[src/sv/gte_pkg.sv]
// Shared types and codes of the graph traversal engine.
`default_nettype none

package gte_pkg;

  localparam int unsigned IdW   = 7;
  localparam int unsigned DistW = 6;

  typedef logic [IdW-1:0]   node_t;
  typedef logic [DistW-1:0] dist_t;

  typedef enum logic [1:0] {
    MODE_ADD    = 2'd0,
    MODE_DFS    = 2'd1,
    MODE_BFS    = 2'd2,
    MODE_REPORT = 2'd3
  } mode_e;

  typedef enum logic [1:0] {
    KIND_STORED  = 2'd0,
    KIND_DROPPED = 2'd1,
    KIND_VISIT   = 2'd2,
    KIND_DIST    = 2'd3
  } kind_e;

  typedef struct packed {
    kind_e kind;
    node_t node;
    dist_t distance;
  } res_t;

  typedef enum logic [4:0] {
    ST_IDLE,
    ST_ADD_RD_A,
    ST_ADD_WR_A,
    ST_ADD_RD_B,
    ST_ADD_WR_B,
    ST_ADD_RES,
    ST_FLUSH,
    ST_D_SCAN,
    ST_D_START,
    ST_D_TOP,
    ST_D_TOP2,
    ST_D_ADV,
    ST_D_PUSH,
    ST_B_INIT,
    ST_B_DEQ,
    ST_B_DEQ2,
    ST_B_VIS,
    ST_B_EDGE,
    ST_B_EDGE2,
    ST_R_RD,
    ST_R_PUSH
  } state_e;

  typedef enum logic [4:0] {
    OP_NONE,
    OP_LOAD,
    OP_ADD_RD_A,
    OP_ADD_WR_A,
    OP_ADD_RD_B,
    OP_ADD_WR_B,
    OP_ADD_RES,
    OP_FLUSH,
    OP_D_SCAN,
    OP_D_NEXT,
    OP_D_START,
    OP_D_TOP,
    OP_D_POP,
    OP_D_TOP2,
    OP_D_ADV,
    OP_D_PUSH,
    OP_B_INIT,
    OP_B_DEQ,
    OP_B_DEQ2,
    OP_B_VIS,
    OP_B_EDGE,
    OP_B_EDGE2,
    OP_R_RD,
    OP_R_PUSH
  } op_e;

  typedef struct packed {
    logic add_ok;
    logic can_emit;
    logic flush_ok;
    logic scan_done;
    logic seen_s;
    logic sp_zero;
    logic live_top;
    logic push_ok;
    logic q_empty;
    logic nonempty_t;
    logic e_is_tail;
    logic pend_vld;
  } sts_t;

endpackage

`default_nettype wire

[src/sv/gte_ctrl.sv]
// Sequencer of the graph traversal engine: states, commands and handshake.
`default_nettype none

module gte_ctrl import gte_pkg::*; (
  input  logic       clk_i,
  input  logic       rst_ni,
  input  logic       in_valid_i,
  input  logic [1:0] in_mode_i,
  input  sts_t       sts_i,
  output logic       in_ready_o,
  output op_e        op_o
);

  state_e state_q, state_d;

  always_ff @(posedge clk_i or negedge rst_ni) begin
    if (!rst_ni) begin
      state_q <= ST_IDLE;
    end else begin
      state_q <= state_d;
    end
  end

  // next state
  always_comb begin
    state_d = state_q;
    case (state_q)
      ST_IDLE: begin
        if (in_valid_i) begin
          case (mode_e'(in_mode_i))
            MODE_ADD: state_d = ST_ADD_RD_A;
            MODE_DFS: state_d = ST_D_SCAN;
            MODE_BFS: state_d = ST_B_INIT;
            default:  state_d = ST_R_RD;
          endcase
        end
      end
      ST_ADD_RD_A: state_d = sts_i.add_ok ? ST_ADD_WR_A : ST_ADD_RES;
      ST_ADD_WR_A: state_d = ST_ADD_RD_B;
      ST_ADD_RD_B: state_d = ST_ADD_WR_B;
      ST_ADD_WR_B: state_d = ST_ADD_RES;
      ST_ADD_RES:  if (sts_i.can_emit) state_d = ST_FLUSH;
      ST_FLUSH:    if (sts_i.flush_ok) state_d = ST_IDLE;
      ST_D_SCAN: begin
        if (sts_i.scan_done) begin
          state_d = ST_FLUSH;
        end else if (!sts_i.seen_s) begin
          state_d = ST_D_START;
        end
      end
      ST_D_START:  if (sts_i.can_emit) state_d = ST_D_TOP;
      ST_D_TOP:    state_d = sts_i.sp_zero ? ST_D_SCAN : ST_D_TOP2;
      ST_D_TOP2:   state_d = sts_i.live_top ? ST_D_ADV : ST_D_TOP;
      ST_D_ADV:    state_d = sts_i.push_ok ? ST_D_PUSH : ST_D_TOP;
      ST_D_PUSH:   if (sts_i.can_emit) state_d = ST_D_TOP;
      ST_B_INIT:   state_d = ST_B_DEQ;
      ST_B_DEQ:    state_d = sts_i.q_empty ? ST_FLUSH : ST_B_DEQ2;
      ST_B_DEQ2:   state_d = ST_B_VIS;
      ST_B_VIS: begin
        if (sts_i.can_emit) begin
          state_d = sts_i.nonempty_t ? ST_B_EDGE : ST_B_DEQ;
        end
      end
      ST_B_EDGE:   state_d = ST_B_EDGE2;
      ST_B_EDGE2:  state_d = sts_i.e_is_tail ? ST_B_DEQ : ST_B_EDGE;
      ST_R_RD:     state_d = sts_i.scan_done ? ST_FLUSH : ST_R_PUSH;
      ST_R_PUSH:   if (sts_i.can_emit) state_d = ST_R_RD;
      default:     state_d = ST_IDLE;
    endcase
  end

  // commands
  always_comb begin
    op_o       = OP_NONE;
    in_ready_o = 1'b0;
    case (state_q)
      ST_IDLE: begin
        in_ready_o = 1'b1;
        if (in_valid_i) op_o = OP_LOAD;
      end
      ST_ADD_RD_A: if (sts_i.add_ok) op_o = OP_ADD_RD_A;
      ST_ADD_WR_A: op_o = OP_ADD_WR_A;
      ST_ADD_RD_B: op_o = OP_ADD_RD_B;
      ST_ADD_WR_B: op_o = OP_ADD_WR_B;
      ST_ADD_RES:  if (sts_i.can_emit) op_o = OP_ADD_RES;
      ST_FLUSH:    if (sts_i.flush_ok) op_o = OP_FLUSH;
      ST_D_SCAN: begin
        if (!sts_i.scan_done) op_o = sts_i.seen_s ? OP_D_NEXT : OP_D_SCAN;
      end
      ST_D_START:  if (sts_i.can_emit) op_o = OP_D_START;
      ST_D_TOP:    op_o = sts_i.sp_zero ? OP_D_NEXT : OP_D_TOP;
      ST_D_TOP2:   op_o = sts_i.live_top ? OP_D_TOP2 : OP_D_POP;
      ST_D_ADV:    op_o = OP_D_ADV;
      ST_D_PUSH:   if (sts_i.can_emit) op_o = OP_D_PUSH;
      ST_B_INIT:   op_o = OP_B_INIT;
      ST_B_DEQ:    if (!sts_i.q_empty) op_o = OP_B_DEQ;
      ST_B_DEQ2:   op_o = OP_B_DEQ2;
      ST_B_VIS:    if (sts_i.can_emit) op_o = OP_B_VIS;
      ST_B_EDGE:   op_o = OP_B_EDGE;
      ST_B_EDGE2:  op_o = OP_B_EDGE2;
      ST_R_RD:     if (!sts_i.scan_done) op_o = OP_R_RD;
      ST_R_PUSH:   if (sts_i.can_emit) op_o = OP_R_PUSH;
      default:     op_o = OP_NONE;
    endcase
  end

endmodule

`default_nettype wire

[config.mk]
export PLATFORM = sky130hd
export DESIGN_NAME = gte_ctrl
export DESIGN_NICKNAME = d
export VERILOG_FILES = /design/src/sv/gte_pkg.sv /design/src/sv/gte_ctrl.sv
export SDC_FILE = /design/constraint.sdc
export NUM_CORES = 1
export LEC_CHECK = 0
export ABC_AREA = 1
export BUFFER_PORTS_ARGS = -buffer_cell sky130_fd_sc_hd__buf_2
export CORE_ASPECT_RATIO = 1.1
export CORE_UTILIZATION = 48
export CTS_BUF_LIST = sky130_fd_sc_hd__clkbuf_8 sky130_fd_sc_hd__clkbuf_16
export CTS_CLUSTER_SIZE = 40
export DETAILED_ROUTE_END_ITERATION = 10
export PLACE_DENSITY = 0.75
export SLEW_MARGIN = 0
export SYNTH_ARGS = -nofsm -noshare
export SYNTH_HDL_FRONTEND = slang
export SYNTH_SLANG_ARGS = --single-unit
[constraint.sdc]
create_clock -name clk_i -period 1.5 [get_ports clk_i]
set_input_delay 0.075 -clock clk_i [delete_from_list [all_inputs] [get_ports clk_i]]
set_output_delay 0.075 -clock clk_i [all_outputs]
set_load 0.1 [all_outputs]
==> reports/metrics.yaml, run 1 <==
initial_utilization: 0.534
post_synth_num_cell_types: 28
error_message: "[ERROR DPL-0033] detailed placement checks failed during check placement."
antenna_found_initial: 0
yosysSeqAreaShare: 0.126
fp-row-count: 16
die_w_um: 45.4
place_congestion: 0.943
crit_endpoint: "op_o[1]"
synth-seq-cells: 5
place_area_um2: 1530
lastStage: "global routing"
dp_hpwl_mm: 2.82
synth_area_um2: 993
cts.sinks: 5
synth_warnings: 0
postSynthAreaPerCell_um2: 5.74
worst-ep-kind: "top-level output"
pin_count: 23
place_ws_ns: -0.102
numPortBuffers: 21
root_buffer: "clkbuf_8"
fp.dieH_um: 49.7
grt_max_degree: 10
htreeDepth: 1
numCtsBuffers: 3
syn_nets: 193
clock_path_buffers: 2
outcome: "stopped before the end"
netlist_instances: 173
## cell usage after synthesis (all sizes together)
| master | instances | area, um2 |
|---|---|---|
| dfrtp | 5 | 125 |
| or2 | 2 | 15.0 |
| nand3b | 1 | 7.51 |
| buf | 2 | 12.5 |
| a21oi | 2 | 10.0 |
| o211ai | 1 | 7.51 |
| nor2 | 30 | 175 |
| nand3 | 31 | 185 |
| nand2 | 53 | 209 |
| o21ai | 6 | 30.0 |
| nand4 | 7 | 50.1 |
| inv | 25 | 98.8 |
| o21a | 1 | 7.51 |
| ha | 3 | 37.5 |
| nor3b | 1 | 7.51 |
| nor3 | 3 | 15.0 |
## repair_timing
| action | 4_1_cts |
|---|---|
| endpoints found under the setup margin | 11 |
| hold endpoints to repair | 5 |
| resized for setup | 17 |
| buffers inserted | 6 |
| pin swaps | 7 |
| hold buffers | 1 |
## metrics by stage
stage                     instances   util
after floorplan                 173      -
after global placement          255  0.821
after detailed placement        255  0.821
after CTS                       266  0.911
## kinds of logic after synthesis
logic type,after synthesis,share of synthesized area
adder cells (fa/ha/maj),3,0.0378
buffers and inverters,27,0.112
AND/OR/NAND/NOR,128,0.669
AO/OA/AOI/OAI,10,0.0554
flip-flops,5,0.126
==> inputs of run 2 (changes only) <==
- CORE_AREA: default -> 2 2 63 65
- CORE_ASPECT_RATIO: 1.1 -> default
- CORE_UTILIZATION: 48 -> default
- CTS_BUF_LIST: sky130_fd_sc_hd__clkbuf_8 sky130_fd_sc_hd__clkbuf_16 -> default
- CTS_CLUSTER_SIZE: 40 -> default
- DIE_AREA: default -> 0 0 65 67
- PLACE_DENSITY: 0.75 -> default
- PLACE_DENSITY_LB_ADDON: default -> 0.15
- clock period: 1.5 -> 2 ns (I/O delays scaled with it)
==> reports/metrics.yaml, run 2 <==
place_ws_ns: 0.254  # was -0.102 ns
netlist_instances: 173  # unchanged
synth_warnings: 0  # unchanged
dp_hpwl_mm: 2.56  # was 2.82 mm
syn_nets: 193  # unchanged
yosysSeqAreaShare: 0.126  # unchanged
initial_utilization: 0.276  # was 0.534
largest-register: "state_q"
slew_viol_final: 0
grt_max_degree: 12
root_buffer: "clkbuf_8"  # unchanged
antenna_cells: 0
core_um2: 3610
synth_area_um2: 993  # unchanged
clkLatencyLatePin_ns: 0.22
largest_reg_flops: 5
antenna_left: 0
outcome: "finished clean"  # was stopped before the end
setup_violations: 0
cp-start-kind: "flop"
synth_edf_count: 0  # unchanged
fmaxAchievable_mhz: 531
fp.dieH_um: 67  # was 49.7 um
grt_pass1_wl_mm: 5.11
syn_to_final_growth_pct: 34.1
cts.sinks: 5  # unchanged
fp-row-count: 22  # was 16
timing.rr.start: "state_q[3]"
synth_ff_type: "dfrtp_1"  # unchanged
overflow: 0
layout-drive-gt1-share: 0.279
final_common_cell: "nand2_1"
die_area_um2: 4360
reg2reg_depth: 8
rrSetupSlack_ns: 0.41
place_congestion: 0.858  # was 0.943
grt_pass1_vias: 1137
worstPathArrival_ns: 1.78
maxCapViolations: 0
endpoint: "op_o[1]"
finalNetCount: 222
die_w_um: 65  # was 45.4 um
yosysTopAreaCell: "nand2_1"  # unchanged
drc: 0
rsz0062_at_grt: "false"
cp.required_ns: 1.90
path_class: "reg -> out"
final-hold-violation-count: 0
path_max_fanout: 10
fin_worst_skew_ns: 0.00142
vias_per_cell: 4.71
netlist.area_leader.share: 0.193  # unchanged
relSlewSlack: 0.776
numPortBuffers: 21  # unchanged
final_cell_mix: "nand2_1, nand3_1, inv_1, nor2_1, buf_2"
firstDrtPassIters: 4
worstSetupEndpointType: "output port"
track_usage: 0.152
drt_iter0_markers: 34
worstReg2RegEnd: "state_q[2]"
synthTopCellsByCount: "nand2_1, nand3_1, inv_1, nor2_1"  # unchanged
synth_area_leaders: "nand2_1, dfrtp_1, nand3_1"  # unchanged
htreeDepth: 1  # unchanged
async_reset_ff_frac: 1.00  # unchanged
post_synth_num_cell_types: 28  # unchanged
min_period_ns: 1.88
postLayoutCoreUtil: 0.370
postSynthAreaPerCell_um2: 5.74  # unchanged
cts_tree: "yes"
path_clk_slew_ns: 0.03
clock_path_buffers: 2  # unchanged
setup_ws_ns: 0.118
synth-seq-cells: 5  # unchanged
crit_start: "state_q[1]"
wl_mm: 3.07
pin_count: 23  # unchanged
wl_per_cell_um: 12.3
top_regs: "state_q: 5 flops"
antenna_found_initial: 0
worst_pin_slew_ns: 0.336
numCtsBuffers: 3  # unchanged
vias: 1172
fin_crit_sh: 0.941
yosysMostFrequentCell: "nand2_1"  # unchanged
hold_path.class: "in -> async"
[run 2: cell counts after synthesis]
Identical to the previous run, type by type.
[run 2: how the worst min path moves through the flow]
| stage | endpoint | depth (start not counted) | slack [ns] | from |
|---|---|---|---|---|
| floorplan | state_q[0] | 0 | -0.20 | rst_ni |
| global placement | state_q[3] | 1 | -0.09 | rst_ni |
| detailed placement | state_q[2] | 1 | -0.08 | rst_ni |
| CTS | state_q[2] | 2 | 0.23 | rst_ni |
| global route | state_q[4] | 2 | 0.27 | rst_ni |
| finish | state_q[2] | 2 | 0.26 | rst_ni |
[run 2: logic make-up (layout without fill, tap and decap cells)]
group	Yosys count	after routing	synth area share
adder cells (fa/ha/maj)	3	3	0.0378
buffers and inverters	27	55	0.112
flip-flops	5	5	0.126
AND/OR/NAND/NOR	128	128	0.669
AO/OA/AOI/OAI	10	10	0.0554
[run 2: metrics by stage]
stage               hold WS, ns  TNS (ns)  cell area, um2  std cells
finish                    0.257         0            1330        249
global route              0.269         0            1330        249
detailed placement      -0.0820         0            1260        243
floorplan                -0.196    -0.451            1000        173
global placement        -0.0868         0            1260        243
CTS                       0.227         0            1320        248
[run 2: critical path, stage by stage, from the launching register on]
cell     delay, ns
dfrtp_1       0.44
nor2_4        0.30
nand3_1       0.18
a21oi_1       0.22
nor2_1        0.09
nand4_1       0.13
buf_12        0.19
[run 2: area by class of cell]
type                    count  area [um2]
well taps                  48        60.1
fillers                   411        2270
multi-input cells         141         764
clock buffers               4        45.0
inverters                  25        98.8
repair buffers             26         235
flip-flops and latches      5         129
[run 2: repair_timing]
action / in CTS / in global routing
setup endpoints to repair: 0 / 4
endpoints found under the hold margin: 5 / 0
hold buffers: 1 / 0
setup buffers: 0 / 1
resized for setup: 0 / 5
[run 2: metal layers]
metal / GRT usage / up-vias / wire length, um
met5: 0 / - / 0
met4: 0.0426 / 0 / 36
met3: 0.0270 / 4 / 163
met2: 0.268 / 34 / 1470
met1: 0.187 / 518 / 1400
li1: - / 616 / -
Power of run 2 is left out: the tool's default activity adds up to more than one toggle a clock period on the data nets, which glitch-free logic cannot reach.
==> inputs of run 3 (changes only) <==
- RECOVER_POWER: default -> 50
==> reports/metrics.yaml, run 3 (same netlist as run 2, synthesis figures left out) <==
top_regs: "state_q: 5 flops"  # unchanged
slew_viol_final: 0  # unchanged
largest-register: "state_q"  # unchanged
clkLatencyLatePin_ns: 0.22  # about the same
path_class: "reg -> out"  # unchanged
fp-row-count: 22  # unchanged
htreeDepth: 1  # unchanged
largest_reg_flops: 5  # unchanged
pin_count: 23  # unchanged
finalNetCount: 222  # unchanged
rsz0062_at_grt: "false"  # unchanged
final_common_cell: "nand2_1"  # unchanged
die_w_um: 65  # unchanged
finalSetupTns_ns: 0  # unchanged
worstSetupEndpointType: "output port"  # unchanged
drt_iter0_markers: 32  # was 34
maxCapViolations: 0  # unchanged
vias_per_cell: 4.74  # was 4.71
antenna_left: 0  # unchanged
path_max_fanout: 10  # unchanged
initial_utilization: 0.276  # unchanged
cp-start-kind: "flop"  # unchanged
final_cell_mix: "nand2_1, nand3_1, inv_1, nor2_1, buf_2"  # unchanged
min_period_ns: 1.88  # about the same
grt_pass1_vias: 1137  # unchanged
cts_tree: "yes"  # unchanged
fmaxAchievable_mhz: 531  # about the same
place_ws_ns: 0.254  # unchanged
vias: 1181  # was 1,172
crit_start: "state_q[1]"  # unchanged
core_um2: 3610  # unchanged
endpoint: "op_o[1]"  # unchanged
crit_slowest_cell: "dfrtp_1"  # unchanged
slowest_delay_ns: 0.44  # about the same
fin_worst_skew_ns: 0.00148  # was 0.00142 ns
fin_crit_sh: 0.941  # about the same
fp.dieH_um: 67  # unchanged
wl_per_cell_um: 12.3  # about the same
worst_hold_slack_ns: 0.281  # was 0.257 ns
cp.required_ns: 1.90  # about the same
grt_pass1_wl_mm: 5.11  # unchanged
rrSetupSlack_ns: 0.39  # was 0.41 ns
outcome: "finished clean"  # unchanged
cts.sinks: 5  # unchanged
firstDrtPassIters: 4  # unchanged
root_buffer: "clkbuf_8"  # unchanged
layout-drive-gt1-share: 0.269  # was 0.279
setup_ws_ns: 0.117  # was 0.118 ns
path_clk_slew_ns: 0.04  # was 0.03 ns
worstReg2RegEnd: "state_q[2]"  # unchanged
dp_hpwl_mm: 2.56  # unchanged
clock_path_buffers: 2  # unchanged
wl_mm: 3.06  # was 3.07 mm
setup_violations: 0  # unchanged
numPortBuffers: 21  # unchanged
reg2reg_depth: 8  # unchanged
antenna_cells: 0  # unchanged
track_usage: 0.152  # unchanged
numCtsBuffers: 3  # unchanged
die_area_um2: 4360  # unchanged
syn_to_final_growth_pct: 33.8  # was 34.1%
cp_cell_sequence: "nor2_4 -> nand3_1 -> a21oi_1 -> nor2_1 -> nand4_1 -> buf_12"  # unchanged
hold_path.class: "in -> reg"  # was in -> async
timing.rr.start: "state_q[3]"  # unchanged
antenna_found_initial: 0  # unchanged
place_congestion: 0.858  # unchanged
final-hold-violation-count: 0  # unchanged
worstPathArrival_ns: 1.78  # about the same
grt_max_degree: 12  # unchanged
relSlewSlack: 0.780  # was 0.776
worst_pin_slew_ns: 0.329  # was 0.336 ns
drc: 0  # unchanged
overflow: 0  # unchanged
-- run 3: routing by layer --
layer  share of wire  vias up  GRT usage  routed length [um]
met2            0.48       37      0.268                1480
met4           0.012        0     0.0426                  36
met5               0        -          0                   0
met3           0.060        4     0.0270                 183
li1                -      616          -                   -
met1            0.44      524      0.187                1360
-- run 3: how the worst min path moves through the flow --
| stage | to | from | cells after the start | slack (ns) |
|---|---|---|---|---|
| after global routing | state_q[3] | sts_i[10] | 4 | 0.30 |
| final | state_q[3] | sts_i[10] | 4 | 0.28 |
| after detailed placement | state_q[2] | rst_ni | 1 | -0.08 |
| after CTS | state_q[2] | rst_ni | 2 | 0.23 |
| after floorplan | state_q[0] | rst_ni | 0 | -0.20 |
| after global placement | state_q[3] | rst_ni | 1 | -0.09 |
-- run 3: stage by stage --
stage / utilization / area, um2 / cells
floorplan: - / 1000 / 173
global placement: 0.350 / 1260 / 243
detailed placement: 0.350 / 1260 / 243
CTS: 0.365 / 1320 / 248
global route: 0.368 / 1330 / 249
finish: 0.368 / 1330 / 249
-- run 3: cell type report --
class | count | area [um2]
multi-input combinational | 141 | 762
clock buffer | 4 | 45.0
sequential | 5 | 129
timing repair buffer | 26 | 234
tap | 48 | 60.1
fill | 413 | 2280
inverter | 25 | 98.8
-- run 3: worst max-delay path: cells and delay by family (launching register included) --
kind	cells	cell delay, ns
and+or+nand+nor	4	0.70
AOI/OAI and AO/OA	1	0.22
DFF	1	0.44
buffers and inverters	1	0.19
-- run 3: timing repair --
item / CTS / global route
endpoints found under the hold margin: 5 / 0
setup endpoints to repair: 0 / 4
hold buffers: 1 / 0
gates resized for setup: 0 / 5
setup buffers: 0 / 1
Power of run 3 is left out for the same reason.
